[src/rtl/tked_pkg.sv]
// ----------------------------------------------------------------------------
// tked_pkg
// types and constants shared by the touch key event detector
// ----------------------------------------------------------------------------
package tked_pkg;

    localparam int RAW_W = 12;
    localparam int MAX_KEYS = 16;

    typedef enum logic [2:0] {
        EV_NONE    = 3'd0,
        EV_TOUCH   = 3'd1,
        EV_RELEASE = 3'd2,
        EV_SHORT   = 3'd3,
        EV_LONG    = 3'd4
    } event_kind_t;

    typedef enum logic [1:0] {
        CFG_DEBOUNCE = 2'd0,
        CFG_SHORT    = 2'd1,
        CFG_LONG     = 2'd2
    } cfg_index_t;

    typedef struct packed {
        logic [11:0] raw_mask;
        logic [31:0] now_ms;
    } poll_t;

    typedef struct packed {
        logic [3:0]  electrode;
        logic [2:0]  event_kind;
        logic [11:0] touched_mask;
        logic        last_of_poll;
    } key_event_t;

    // front-end state machine
    typedef enum logic [1:0] {
        ST_IDLE,
        ST_SCAN,
        ST_EMIT
    } scan_state_t;

    // one classified key update, queued to the back end
    typedef struct packed {
        logic [3:0] electrode;
        logic       touch;
        logic       lift;
        logic       tap;
        logic       hold;
        logic       last_key;
    } key_req_t;

endpackage

[src/rtl/tked_front.sv]
// ----------------------------------------------------------------------------
// tked_front
// scans a key per cycle unless stalled, updates key state, queues key requests
// ----------------------------------------------------------------------------
module tked_front
    import tked_pkg::*;
#(
    parameter int NUM_KEYS = 12
)
(
    input  logic        clk,
    input  logic        rst_n,
    input  logic        in_valid,
    output logic        in_stall,
    input  poll_t       in_data,
    input  logic [15:0] debounce_time,
    input  logic [15:0] tap_limit,
    input  logic [15:0] hold_limit,
    output logic        q_valid,
    input  logic        q_stall,
    output key_req_t    q_data
);

    localparam int KW = (NUM_KEYS > 1) ? $clog2(NUM_KEYS) : 1;

    scan_state_t state_reg, state_next;
    logic [KW-1:0] key_reg, key_next;
    poll_t poll_reg;
    logic [NUM_KEYS-1:0] raw_reg, touched_reg, fired_reg;
    logic [31:0] change_reg [NUM_KEYS];
    logic [31:0] start_reg [NUM_KEYS];

    logic qv_reg;
    key_req_t qd_reg, q_next;
    logic pend_v_reg;
    key_req_t pend_reg, cur_req;

    logic raw_now, deb, last_key;
    logic [3:0] key4;
    logic [31:0] chg, dt_chg, dt_start;
    logic do_touch, do_release, do_short, do_long, any_ev;
    logic step, q_free, q_load, emit_done;

    assign key4 = 4'(key_reg);
    assign raw_now = (key4 < 4'(RAW_W)) ? poll_reg.raw_mask[key4] : 1'b0;
    assign last_key = (key_reg == KW'(NUM_KEYS - 1));
    assign chg = (raw_now != raw_reg[key_reg]) ? poll_reg.now_ms : change_reg[key_reg];
    assign dt_chg = poll_reg.now_ms - chg;
    assign dt_start = poll_reg.now_ms - start_reg[key_reg];
    assign deb = (dt_chg >= {16'd0, debounce_time}) ? raw_now : touched_reg[key_reg];

    always_comb
    begin
        do_touch = deb && !touched_reg[key_reg];
        do_release = !deb && touched_reg[key_reg];
        do_short = do_release && !fired_reg[key_reg]
                   && (dt_start < {16'd0, tap_limit});
        if (do_touch)
            do_long = (hold_limit == 16'd0);
        else
            do_long = touched_reg[key_reg] && !do_release && !fired_reg[key_reg]
                      && (dt_start >= {16'd0, hold_limit});
        any_ev = do_touch || do_release || do_long;
    end

    // the newest event key is held back until the next one or the end of the scan
    assign q_free = !qv_reg || !q_stall;
    assign step = (state_reg == ST_SCAN) && !(any_ev && pend_v_reg && !q_free);
    assign emit_done = (state_reg == ST_EMIT) && q_free;
    assign q_load = (step && any_ev && pend_v_reg) || emit_done;

    always_comb
    begin
        cur_req.electrode = key4;
        cur_req.touch = do_touch;
        cur_req.lift = do_release;
        cur_req.tap = do_short;
        cur_req.hold = do_long;
        cur_req.last_key = 1'b0;
        q_next = pend_reg;
        if (state_reg == ST_EMIT)
        begin
            if (!pend_v_reg)
                q_next = '0;
            q_next.last_key = 1'b1;
        end
    end

    always_comb
    begin
        state_next = state_reg;
        key_next = key_reg;
        unique case (state_reg)
            ST_IDLE:
            begin
                if (in_valid)
                begin
                    state_next = ST_SCAN;
                    key_next = '0;
                end
            end
            ST_SCAN:
            begin
                if (step)
                begin
                    if (last_key)
                        state_next = ST_EMIT;
                    else
                        key_next = key_reg + KW'(1);
                end
            end
            ST_EMIT:
            begin
                if (q_free)
                    state_next = ST_IDLE;
            end
            default:
            begin
                state_next = ST_IDLE;
            end
        endcase
    end

    assign in_stall = (state_reg != ST_IDLE);

    always_ff @(posedge clk or negedge rst_n)
    begin
        if (!rst_n)
        begin
            state_reg <= ST_IDLE;
            key_reg <= '0;
            qv_reg <= 1'b0;
            pend_v_reg <= 1'b0;
            raw_reg <= '0;
            touched_reg <= '0;
            fired_reg <= '0;
            for (int i = 0; i < NUM_KEYS; i++)
            begin
                change_reg[i] <= '0;
                start_reg[i] <= '0;
            end
        end
        else
        begin
            state_reg <= state_next;
            key_reg <= key_next;
            if (q_load)
            begin
                qv_reg <= 1'b1;
                qd_reg <= q_next;
            end
            else if (!q_stall)
                qv_reg <= 1'b0;
            if (state_reg == ST_IDLE && in_valid)
            begin
                poll_reg <= in_data;
                pend_v_reg <= 1'b0;
            end
            else if (step && any_ev)
            begin
                pend_v_reg <= 1'b1;
                pend_reg <= cur_req;
            end
            if (step)
            begin
                raw_reg[key_reg] <= raw_now;
                change_reg[key_reg] <= chg;
                if (do_touch)
                begin
                    touched_reg[key_reg] <= 1'b1;
                    start_reg[key_reg] <= poll_reg.now_ms;
                end
                if (do_release)
                    touched_reg[key_reg] <= 1'b0;
                if (do_touch)
                    fired_reg[key_reg] <= do_long;
                else if (do_long)
                    fired_reg[key_reg] <= 1'b1;
            end
        end
    end

    assign q_valid = qv_reg;
    assign q_data = qd_reg;

`ifndef SYNTH
    a_no_accept_busy: assert property (@(posedge clk) disable iff (!rst_n)
        (state_reg != ST_IDLE) |-> in_stall)
        else $error("accepted poll while busy");
    a_fired_needs_touch: assert property (@(posedge clk) disable iff (!rst_n)
        $rose(fired_reg[0]) |-> touched_reg[0])
        else $error("long press without touch");
    a_queue_hold: assert property (@(posedge clk) disable iff (!rst_n)
        (q_valid && q_stall) |=> q_valid && $stable(q_data))
        else $error("queue request dropped");
`endif

endmodule

[src/rtl/tked_back.sv]
// ----------------------------------------------------------------------------
// tked_back
// expands key requests into event results and tracks the touched mask
// ----------------------------------------------------------------------------
module tked_back
    import tked_pkg::*;
(
    input  logic       clk,
    input  logic       rst_n,
    input  logic       q_valid,
    output logic       q_stall,
    input  key_req_t   q_data,
    output logic       out_valid,
    input  logic       out_stall,
    output key_event_t out_data
);

    key_req_t req_reg, req_next;
    logic busy_reg, busy_next;
    logic [11:0] mask_reg, mask_next;
    logic ov_reg;
    key_event_t od_reg;

    key_req_t cur;
    logic emit;
    event_kind_t kind;
    logic has_more;
    logic [11:0] bit_mask;

    assign cur = busy_reg ? req_reg : q_data;
    assign q_stall = busy_reg || (ov_reg && out_stall);
    assign emit = (busy_reg || q_valid) && !(ov_reg && out_stall);
    assign bit_mask = (cur.electrode < 4'(RAW_W)) ? (12'd1 << cur.electrode) : 12'd0;

    always_comb
    begin
        req_next = cur;
        mask_next = mask_reg;
        kind = EV_NONE;
        if (cur.touch)
        begin
            kind = EV_TOUCH;
            req_next.touch = 1'b0;
            mask_next = mask_reg | bit_mask;
        end
        else if (cur.lift)
        begin
            kind = EV_RELEASE;
            req_next.lift = 1'b0;
            mask_next = mask_reg & ~bit_mask;
        end
        else if (cur.tap)
        begin
            kind = EV_SHORT;
            req_next.tap = 1'b0;
        end
        else if (cur.hold)
        begin
            kind = EV_LONG;
            req_next.hold = 1'b0;
        end
        has_more = req_next.touch || req_next.lift || req_next.tap
                   || req_next.hold;
        busy_next = emit ? has_more : busy_reg;
    end

    always_ff @(posedge clk or negedge rst_n)
    begin
        if (!rst_n)
        begin
            busy_reg <= 1'b0;
            mask_reg <= '0;
            ov_reg <= 1'b0;
        end
        else
        begin
            if (emit)
                ov_reg <= 1'b1;
            else if (!out_stall)
                ov_reg <= 1'b0;
            if (emit)
            begin
                busy_reg <= busy_next;
                req_reg <= req_next;
                mask_reg <= mask_next;
                od_reg.electrode <= cur.electrode;
                od_reg.event_kind <= kind;
                od_reg.touched_mask <= mask_next;
                od_reg.last_of_poll <= cur.last_key && !has_more;
            end
        end
    end

    assign out_valid = ov_reg;
    assign out_data = od_reg;

`ifndef SYNTH
    a_out_hold: assert property (@(posedge clk) disable iff (!rst_n)
        (out_valid && out_stall) |=> out_valid && $stable(out_data))
        else $error("result dropped under stall");
    a_busy_blocks: assert property (@(posedge clk) disable iff (!rst_n)
        busy_reg |-> q_stall)
        else $error("queue read while expanding");
    a_kind_range: assert property (@(posedge clk) disable iff (!rst_n)
        out_valid |-> out_data.event_kind <= 3'd4)
        else $error("bad event code");
`endif

endmodule

[src/rtl/touch_key_event_detector.sv]
// ----------------------------------------------------------------------------
// touch_key_event_detector
// debounced touch, release, short click and long press events per electrode
// ----------------------------------------------------------------------------
// A poll (raw_mask, now_ms) enters on the input channel (valid/stall). The
// front end visits one electrode per cycle while not paused by a full queue,
// then closes the poll in its emit state; a new poll is taken only once the
// front end is back in idle. An event key's request is held until the next
// event key or the end of the scan, then passes through a one-entry queue to
// the back end, which gives one result per cycle while the receiver does not
// stall: touch, release, short click, long press, each carrying the touched
// mask after the event. A poll without events gives one result of kind none
// for electrode 0. The final result of a poll has last_of_poll set. When the
// receiver stalls, the result register holds, the back end stops taking
// requests and the scan pauses at an event key while the queue is full.
// Reset clears all key state and loads registers to 20, 300 and 1000 ms.
// Register writes (cfg_we, cfg_index, cfg_data) are for the user to make
// only while idle; the block itself does not enforce this.
// ----------------------------------------------------------------------------
module touch_key_event_detector
    import tked_pkg::*;
#(
    parameter int NUM_KEYS = 12
)
(
    input  logic        clk,
    input  logic        rst_n,
    input  logic        in_valid,
    output logic        in_stall,
    input  poll_t       in_data,
    output logic        out_valid,
    input  logic        out_stall,
    output key_event_t  out_data,
    input  logic        cfg_we,
    input  logic [1:0]  cfg_index,
    input  logic [15:0] cfg_data
);

    logic [15:0] debounce_reg, short_reg, long_reg;
    logic q_valid, q_stall;
    key_req_t q_data;

    always_ff @(posedge clk or negedge rst_n)
    begin
        if (!rst_n)
        begin
            debounce_reg <= 16'd20;
            short_reg <= 16'd300;
            long_reg <= 16'd1000;
        end
        else if (cfg_we)
        begin
            case (cfg_index)
                CFG_DEBOUNCE: debounce_reg <= cfg_data;
                CFG_SHORT:    short_reg <= cfg_data;
                CFG_LONG:     long_reg <= cfg_data;
                default:      ;
            endcase
        end
    end

    tked_front #(.NUM_KEYS(NUM_KEYS)) u_front (
        .clk(clk), .rst_n(rst_n),
        .in_valid(in_valid), .in_stall(in_stall), .in_data(in_data),
        .debounce_time(debounce_reg), .tap_limit(short_reg),
        .hold_limit(long_reg),
        .q_valid(q_valid), .q_stall(q_stall), .q_data(q_data)
    );

    tked_back u_back (
        .clk(clk), .rst_n(rst_n),
        .q_valid(q_valid), .q_stall(q_stall), .q_data(q_data),
        .out_valid(out_valid), .out_stall(out_stall), .out_data(out_data)
    );

endmodule

[config.mk]
export PLATFORM = sky130hd
export DESIGN_NAME = touch_key_event_detector
export DESIGN_NICKNAME = d
export VERILOG_FILES = /design/src/rtl/tked_pkg.sv /design/src/rtl/tked_front.sv /design/src/rtl/tked_back.sv /design/src/rtl/touch_key_event_detector.sv
export SDC_FILE = /design/constraint.sdc
export NUM_CORES = 2
export LEC_CHECK = 0
export CORE_MARGIN = 1.5
export CORE_UTILIZATION = 55
export DETAILED_ROUTE_END_ITERATION = 12
export DONT_BUFFER_PORTS = 1
export GPL_TIMING_DRIVEN = 0
export PLACE_DENSITY = 0.7
export SETUP_SLACK_MARGIN = 0.5
export SLEW_MARGIN = 20
export SYNTH_ARGS = -nofsm -noshare
export SYNTH_HDL_FRONTEND = slang
export SYNTH_HIERARCHICAL = 1
export SYNTH_SLANG_ARGS = --single-unit
[constraint.sdc]
create_clock -name clk -period 10.2 [get_ports clk]
set_input_delay 1.53 -clock clk [delete_from_list [all_inputs] [get_ports clk]]
set_output_delay 1.53 -clock clk [all_outputs]
set_load 0.005 [all_outputs]
After elaboration in Yosys (flattened, before gate mapping). Cells that the tools add are included. Widths: inputs -> output; s select.

Add/sub/neg operators: 3. Magnitude comparators: 9. Equal/unequal tests: 13. Shift-type cells: 1. Mux-type cells: 58. Bitwise operators: 9. Reductions and logical operators: 56.

Operator list (count): $bwmux 384 (2); $bmux 32 s4 (2); $mux 32 (6); $demux 32 s4 (1); $mux 12 (8); $ge 32x16->1 (2); $sub 32x32->32 (2); $or 12x12->12 (3); $lt 32x16->1 (1); $mux 9 (3); $and 12x12->12 (2); $bwmux 12 (2); $not 12->12 (2); $logic_and 1x1->1 (19); $bmux 1 s4 (4); $logic_not 16->1 (1); $reduce_and 2->1 (8); $mux 1 (15); $mux 2 (7); $mux 4 (3); $shl 1x4->12 const A (1); $logic_not 1->1 (10); $logic_or 1x1->1 (8); $lt 4x4->1 const B (2); 22 further kinds (35).

Flip-flop bits (word level): 959. Input bits: 67. Output and inout port bits: 22. Word-level logic and storage cells: 208.

Depth between registers and ports, before layout.
Word-level depth: 24. Mapped depth: 40. Mapped depth without buffers: 34.

Cells and area by module. The synthesis kept the hierarchy.

Modules (own cells, without submodules): tked_front (times used 1, cells each 3253, area each 44843.0 sq um); tked_back (times used 1, cells each 168, area each 2112.0 sq um); touch_key_event_detector (times used 1, cells each 102, area each 1830.5 sq um).

Least setup slack after synthesis. Ideal clock, no wire load.

Path type: reg-to-reg. Start: register u_front.key_reg[0] (netlist: u_front/key4[0]). End: register u_front/start_reg[102] in the netlist's numbering. Library setup time: 125 ps. Arrival: 8420 ps. Required time: 10075 ps. Setup slack: 1655 ps. Cell stages (with the launch flop): 40. Buffers on the path: 6. Path through: dfrtp_1 -> buf_2 -> buf_2 -> mux4_2 -> nand2_1 -> o21ai_0 -> xor2_1 -> clkbuf_1 -> mux2_2 -> clkbuf_1 -> inv_1 -> ha_1 -> nor2b_1 -> o2111ai_1 -> a31o_2 -> nand2_1 -> o21ai_0 -> nand2b_1 -> [4 not listed] -> a21oi_1 -> nor2b_1 -> o21ai_0 -> o211ai_1 -> a2111oi_0 -> o221ai_1 -> a311o_1 -> nor4_1 -> nand4_1 -> mux2_2 -> ha_1 -> o21ai_0 -> nand2_1 -> nor2_1 -> clkbuf_1 -> nand2_1 -> clkbuf_1 -> mux2_2.

Word-level cells in the longest chain between the ends: 21. Elaborated cells on any way between the ends: 47. Classes of those cells: add/sub (2); order compare (5); eq/ne (1); mux (21); bitwise (1); reduce/logical (17).

Ends and longest elaborated chain: start, declared (RTL line tked_front.sv:27) `logic [KW-1:0] key_reg, key_next;`; start signal, assigned (RTL line tked_front.sv:146) `key_reg <= key_next;`; $bmux 1 s4 or $not 4->5 (tied branches) (RTL line tked_front.sv:45, tked_front.sv:47); $mux 1 (not written as such) or $bmux 32 s4 (tied branches) (RTL line tked_front.sv:45, tked_front.sv:47); $mux 1 or $mux 32 (tied branches) (RTL line tked_front.sv:45, tked_front.sv:47); $ne 1x1->1 or $mux 32 (tied branches) (RTL line tked_front.sv:47) `assign chg = (raw_now != raw_reg[key_reg]) ? poll_reg.now_ms : change_reg[key_reg];`; $mux 32 (*) (RTL line tked_front.sv:47); net u_front.chg[1] (RTL line tked_front.sv:40) `logic [31:0] chg, dt_chg, dt_start;`; $sub 32x32->32 (*) (RTL line tked_front.sv:48) `assign dt_chg = poll_reg.now_ms - chg;`; $ge 32x16->1 (*) (RTL line tked_front.sv:50) `assign deb = (dt_chg >= {16'd0, debounce_time}) ? raw_now : touched_reg[key_reg];`; [4 not listed]; $logic_and 1x1->1 (2 in a row) (RTL line tked_front.sv:61) `do_long = touched_reg[key_reg] && !do_release && !fired_reg[key_reg]`; $logic_and 1x1->1 (RTL line tked_front.sv:62) `&& (dt_start >= {16'd0, hold_limit});`; $mux 1 (RTL line tked_front.sv:58) `if (do_touch)`; $logic_or 1x1->1 (RTL line tked_front.sv:63) `any_ev = do_touch || do_release || do_long;`; $logic_and 1x1->1 (2 in a row) (RTL line tked_front.sv:68) `assign step = (state_reg == ST_SCAN) && !(any_ev && pend_v_reg && !q_free);`; $logic_not 1->1 (RTL line tked_front.sv:68); $logic_and 1x1->1 (RTL line tked_front.sv:68); $reduce_and 2->1 (no line) (*); end signal, assigned by index (RTL line tked_front.sv:171) `start_reg[key_reg] <= poll_reg.now_ms;`; end, declared (RTL line tked_front.sv:31) `logic [31:0] start_reg [NUM_KEYS];`.

The timed path passes the listed nets; every way through them passes the cells marked *. The select of a mux whose other input is x is not followed. A chain may end at the register's enable or synchronous reset.

Final worst setup path.
Start: register u_front.key_reg[1] (netlist: u_front/key4[1]). End: register u_front/change_reg[203] in the netlist's numbering.

Word-level cells in the longest chain between the ends: 20. Elaborated cells on any way between the ends: 46. Classes of those cells: add/sub (2); order compare (5); eq/ne (1); mux (21); bitwise (1); reduce/logical (16).

Ends and longest elaborated chain: $bmux 1 s4 or $not 4->5 (tied branches); $mux 1 (not written as such) or $bmux 32 s4 (tied branches) (RTL line tked_front.sv:45, tked_front.sv:47); $mux 1 or $mux 32 (tied branches) (RTL line tked_front.sv:45, tked_front.sv:47); $ne 1x1->1 or $mux 32 (tied branches) (RTL line tked_front.sv:47); $mux 32 (RTL line tked_front.sv:47); $sub 32x32->32 (RTL line tked_front.sv:48); $ge 32x16->1 (RTL line tked_front.sv:50); $mux 1 (RTL line tked_front.sv:50); [2 not listed]; $logic_not 1->1 (RTL line tked_front.sv:61); $logic_and 1x1->1 (2 in a row) (RTL line tked_front.sv:61); $logic_and 1x1->1 (RTL line tked_front.sv:62); $mux 1 (RTL line tked_front.sv:58); $logic_or 1x1->1 (RTL line tked_front.sv:63); $logic_and 1x1->1 (2 in a row) (RTL line tked_front.sv:68); $logic_not 1->1 (RTL line tked_front.sv:68); $logic_and 1x1->1 (RTL line tked_front.sv:68); end signal, assigned by index (RTL line tked_front.sv:167) `change_reg[key_reg] <= chg;`; end, declared (RTL line tked_front.sv:30) `logic [31:0] change_reg [NUM_KEYS];`.

Parallel ways exist; a longest one is shown, timed or not. The select of a mux whose other input is x is not followed.

==> results.yml <==
run_status:
  status: "finished, final reports clean"
sta:
  finalHoldViolCount: 0
  unrepaired_setup_endpoints_after_global_routing: "true"
  drv_slew: 0
  layout_min_cycle_time_ns: 9.41
  timing.slew.headroom: 0.280
  finalClockSkew_ns: 0.0290
  achievable-frequency_mhz: 106
  setup_ws_ns: 0.788
  setup_viol: 0
  worst-slew-pin-transition_ns: 1.08
  post-route-period-util: 0.923
logic_synthesis:
  synth_top_family_by_area: "multiplexers"
  top_area_cell_type_share_of_the_netlist_area: 0.442
  synth.top_cells.by_area: "sky130_fd_sc_hd__dfrtp_1 44%, sky130_fd_sc_hd__mux2_2 16%, sky130_fd_sc_hd__mux4_2 9.4%"
  synth_ff_type: "sky130_fd_sc_hd__dfrtp_1"
  synth_adder_area_share: 0.0311
  synth.area.mux_share: 0.316
  yosys.area_share.xor_xnor: 0.00700
  synthSimpleGateAreaFrac: 0.0476
  sequential_element_share_of_the_synthesized_area: 0.501
  synth_enable_flop_cells: 85
  yosysUniqueCellTypes: 102
  postSynth.asyncResetShare: 0.911
  post-synth-top-area-cell: "sky130_fd_sc_hd__dfrtp_1"
  syn-cell-area_mm2: 0.0488
  synth_seq_cells: 959
  post_synth_inst_count: 3523
  postSynthNetCount: 3710
  number_of_warnings_issued_by_yosys: 6
  synthesized_area_divided_by_synthesized_cell_count_um2: 13.8
  synth-compound-area-share: 0.0620
worst_setup_path:
  critical_path_class: "reg -> reg"
  worstPathArrival_ns: 9.97
  worstSetupEndpointType: "register"
  crit_required_ns: 10.75
  crit_path_start_kind: "register"
  rr_startpoint: "u_front/key4[1]$_DFFE_PN0P_"
  cp-startpoint: "u_front/key4[1]$_DFFE_PN0P_"
  timing.critical_path.fanout_max: 10
global_routing:
  grt_antenna_before_repair: 8
  grt_use_total: 0.289
  grt_pass1_vias: 30800
  globalRoute.totalOverflow: 0
  grt_max_degree: 879
  grt_pass1_wl_mm: 195
flow_run:
  max-cap-violations: 0
layout:
  areaGrowthSynthToFinish_pct: 12.0
  most_common_cell_after_layout_fill_and_taps_aside: "sky130_fd_sc_hd__dfrtp_1"
  finish.utilization: 0.620
  design.final.nets: 3829
  most-common-layout-cells: "860 x sky130_fd_sc_hd__dfrtp_1, 693 x sky130_fd_sc_hd__mux2_2, 203 x sky130_fd_sc_hd__mux4_2"
  combined_area_of_the_multi_input_logic_cells_mm2: 0.0228
  layout.filler_cells: 6700
  post_route_cells_drive_above_1_share: 0.390
  register_area_mm2: 0.0244
detailed_routing:
  ant_nets: 0
  drtIter0Drc: 3160
  detailedRoute.firstPassIterationCount: 5
  remaining_drc_errors: 0
  wirelength_mm: 130
  route.vias.total: 30800
  post_drt_wl_per_cell_um: 26.6
  via_to_cell_ratio: 6.28
clock_tree:
  clkSinkCount: 959
  clock_latency_ns: 0.69
  clkSlewWorstSetupHoldPaths_ns: 0.06
  tritoncts: "done"
  cts_root_buffer: "sky130_fd_sc_hd__clkbuf_16"
  cts.path.max_buffers: 3
  tritoncts.num_buffers: 101
  cts_htree_levels: 3
floorplan:
  fp.dieW_um: 301
  die_area_mm2: 0.0905
  effective_utilization_at_floorplan: 0.554
  ios: 89
  row_count: 109
  fp.coreArea_mm2: 0.0881
  dieHeight_um: 301
hold_path:
  hold_class: "reg -> reg"
  worst_hold_startpoint: "u_front/start_reg[161]$_DFFE_PN0P_"
pwr:
  power.static_leakage_nw: 24.8
  p_switching_w: 0.00866
  seq_power_share: 0.280
  swShare: 0.399
  cell_internal_pwr_w: 0.0130
  pwr-share-comb: 0.542
  ir_worst_vdd_uv: 227
  power.clock.fraction: 0.178
  power_per_cell_area_mw_per_mm2: 397
place:
  dpl_worst_slack_ns: -1.81
  gp_congestion: 0.951
  post-dp-hpwl_mm: 87.2
  port-buffer-count: 0
## logic make-up after synthesis
group / count (synthesis)
flip-flops: 959
AND/OR/NAND/NOR: 433
AO/OA/AOI/OAI: 460
adder cells (fa/ha/maj): 120
multiplexers: 1126
XOR/XNOR: 39
buffers and inverters: 386
## metal layers
| metal | track usage | up-vias | wire (um) |
|---|---|---|---|
| met1 | 0.424 | 16100 | 58300 |
| met2 | 0.433 | 1072 | 58000 |
| met5 | 0 | - | 45 |
| met3 | 0.0659 | 220 | 10300 |
| met4 | 0.0800 | 6 | 3410 |
| li1 | - | 13300 | - |
## final timing paths
check	depth (start not counted)	end	slack, ns
setup / recovery	27	u_front/change_reg[203]$_DFFE_PN0P_	0.79
hold / removal	2	u_front/start_reg[161]$_DFFE_PN0P_	0.48
setup reg to reg	27	u_front/change_reg[203]$_DFFE_PN0P_	0.79
hold reg to reg	2	u_front/start_reg[161]$_DFFE_PN0P_	0.48
max in group asynchronous	3	u_front/start_reg[366]$_DFFE_PN0P_	6.94
min in group asynchronous	0	u_front/change_reg[88]$_DFFE_PN0P_	0.54
## power groups by stage
| stage | clock, W | combinational, W | sequential, W |
|---|---|---|---|
| finish | 0.00386 | 0.0118 | 0.00608 |
| CTS | 0.00393 | 0.0114 | 0.00605 |
| floorplan | 0 | 0.00858 | 0.00582 |
| global route | 0.00407 | 0.0127 | 0.00623 |
| detailed placement | 0 | 0.0112 | 0.00610 |
| global placement | 0 | 0.0110 | 0.00604 |
## stage by stage
step | TNS [ns] | power, W | instances | instance area (um^2) | hold slack, ns
after floorplan | 0 | 0.0144 | 3523 | 48800 | 0.445
after global placement | -1047.21 | 0.0170 | 4688 | 50200 | 0.456
after detailed placement | -1074.83 | 0.0173 | 4690 | 50300 | 0.470
after CTS | 0 | 0.0214 | 4887 | 54200 | 0.483
after global routing | 0 | 0.0230 | 4894 | 54600 | 0.504
final | 0 | 0.0217 | 4899 | 54600 | 0.483
## repair_timing
item                                    CTS  global route
buffers inserted                          7             2
hold buffers                              0             0
cloned                                    0             0
pin swaps                                 3             1
resized for setup                       142           127
endpoints found under the setup margin  831           825
## worst max-delay path: stages (launching register included)
cell	delay (ns)
sky130_fd_sc_hd__dfrtp_2	0.57
sky130_fd_sc_hd__clkbuf_4	0.34
sky130_fd_sc_hd__clkbuf_2	0.33
sky130_fd_sc_hd__buf_2	0.51
sky130_fd_sc_hd__clkbuf_2	0.45
sky130_fd_sc_hd__clkbuf_1	0.67
sky130_fd_sc_hd__mux4_2	0.34
sky130_fd_sc_hd__mux2i_1	0.09
sky130_fd_sc_hd__o21ai_0	0.37
sky130_fd_sc_hd__ha_1	0.28
sky130_fd_sc_hd__inv_1	0.07
sky130_fd_sc_hd__fa_1	0.42
sky130_fd_sc_hd__a211oi_1	0.43
sky130_fd_sc_hd__o21ai_0	0.24
sky130_fd_sc_hd__a31oi_1	0.46
sky130_fd_sc_hd__o21ai_0	0.19
sky130_fd_sc_hd__xor2_1	0.32
sky130_fd_sc_hd__ha_1	0.31
sky130_fd_sc_hd__nor2b_1	0.15
sky130_fd_sc_hd__a2111oi_0	0.47
sky130_fd_sc_hd__o21ai_0	0.17
sky130_fd_sc_hd__a311oi_1	0.31
sky130_fd_sc_hd__and4_2	0.39
sky130_fd_sc_hd__o211a_1	0.19
sky130_fd_sc_hd__buf_4	0.21
sky130_fd_sc_hd__nand3_2	0.34
sky130_fd_sc_hd__buf_6	0.32
sky130_fd_sc_hd__mux2_2	0.29
## layout make-up
cell class                      count  share of cell area
Antenna cell                        5            0.000229
Timing Repair Buffer               16             0.00456
Tap cell                         1165              0.0267
Sequential cell                   959               0.447
Inverter                          111             0.00763
Multi-Input combinational cell   2178               0.418
Buffer                            275              0.0317
Clock inverter                     44              0.0107
Clock buffer                      146              0.0533
## cell usage after synthesis (all sizes together), types with 85 or more instances
cell and count:
edfxtp 85, nor2 100, mux2 844, ha 118, a21oi 122, clkbuf 183, buf 92, nand2 135
mux4 203, o21ai 115, dfrtp 862, inv 110
No activity file was read; power rests on OpenSTA's default activity.
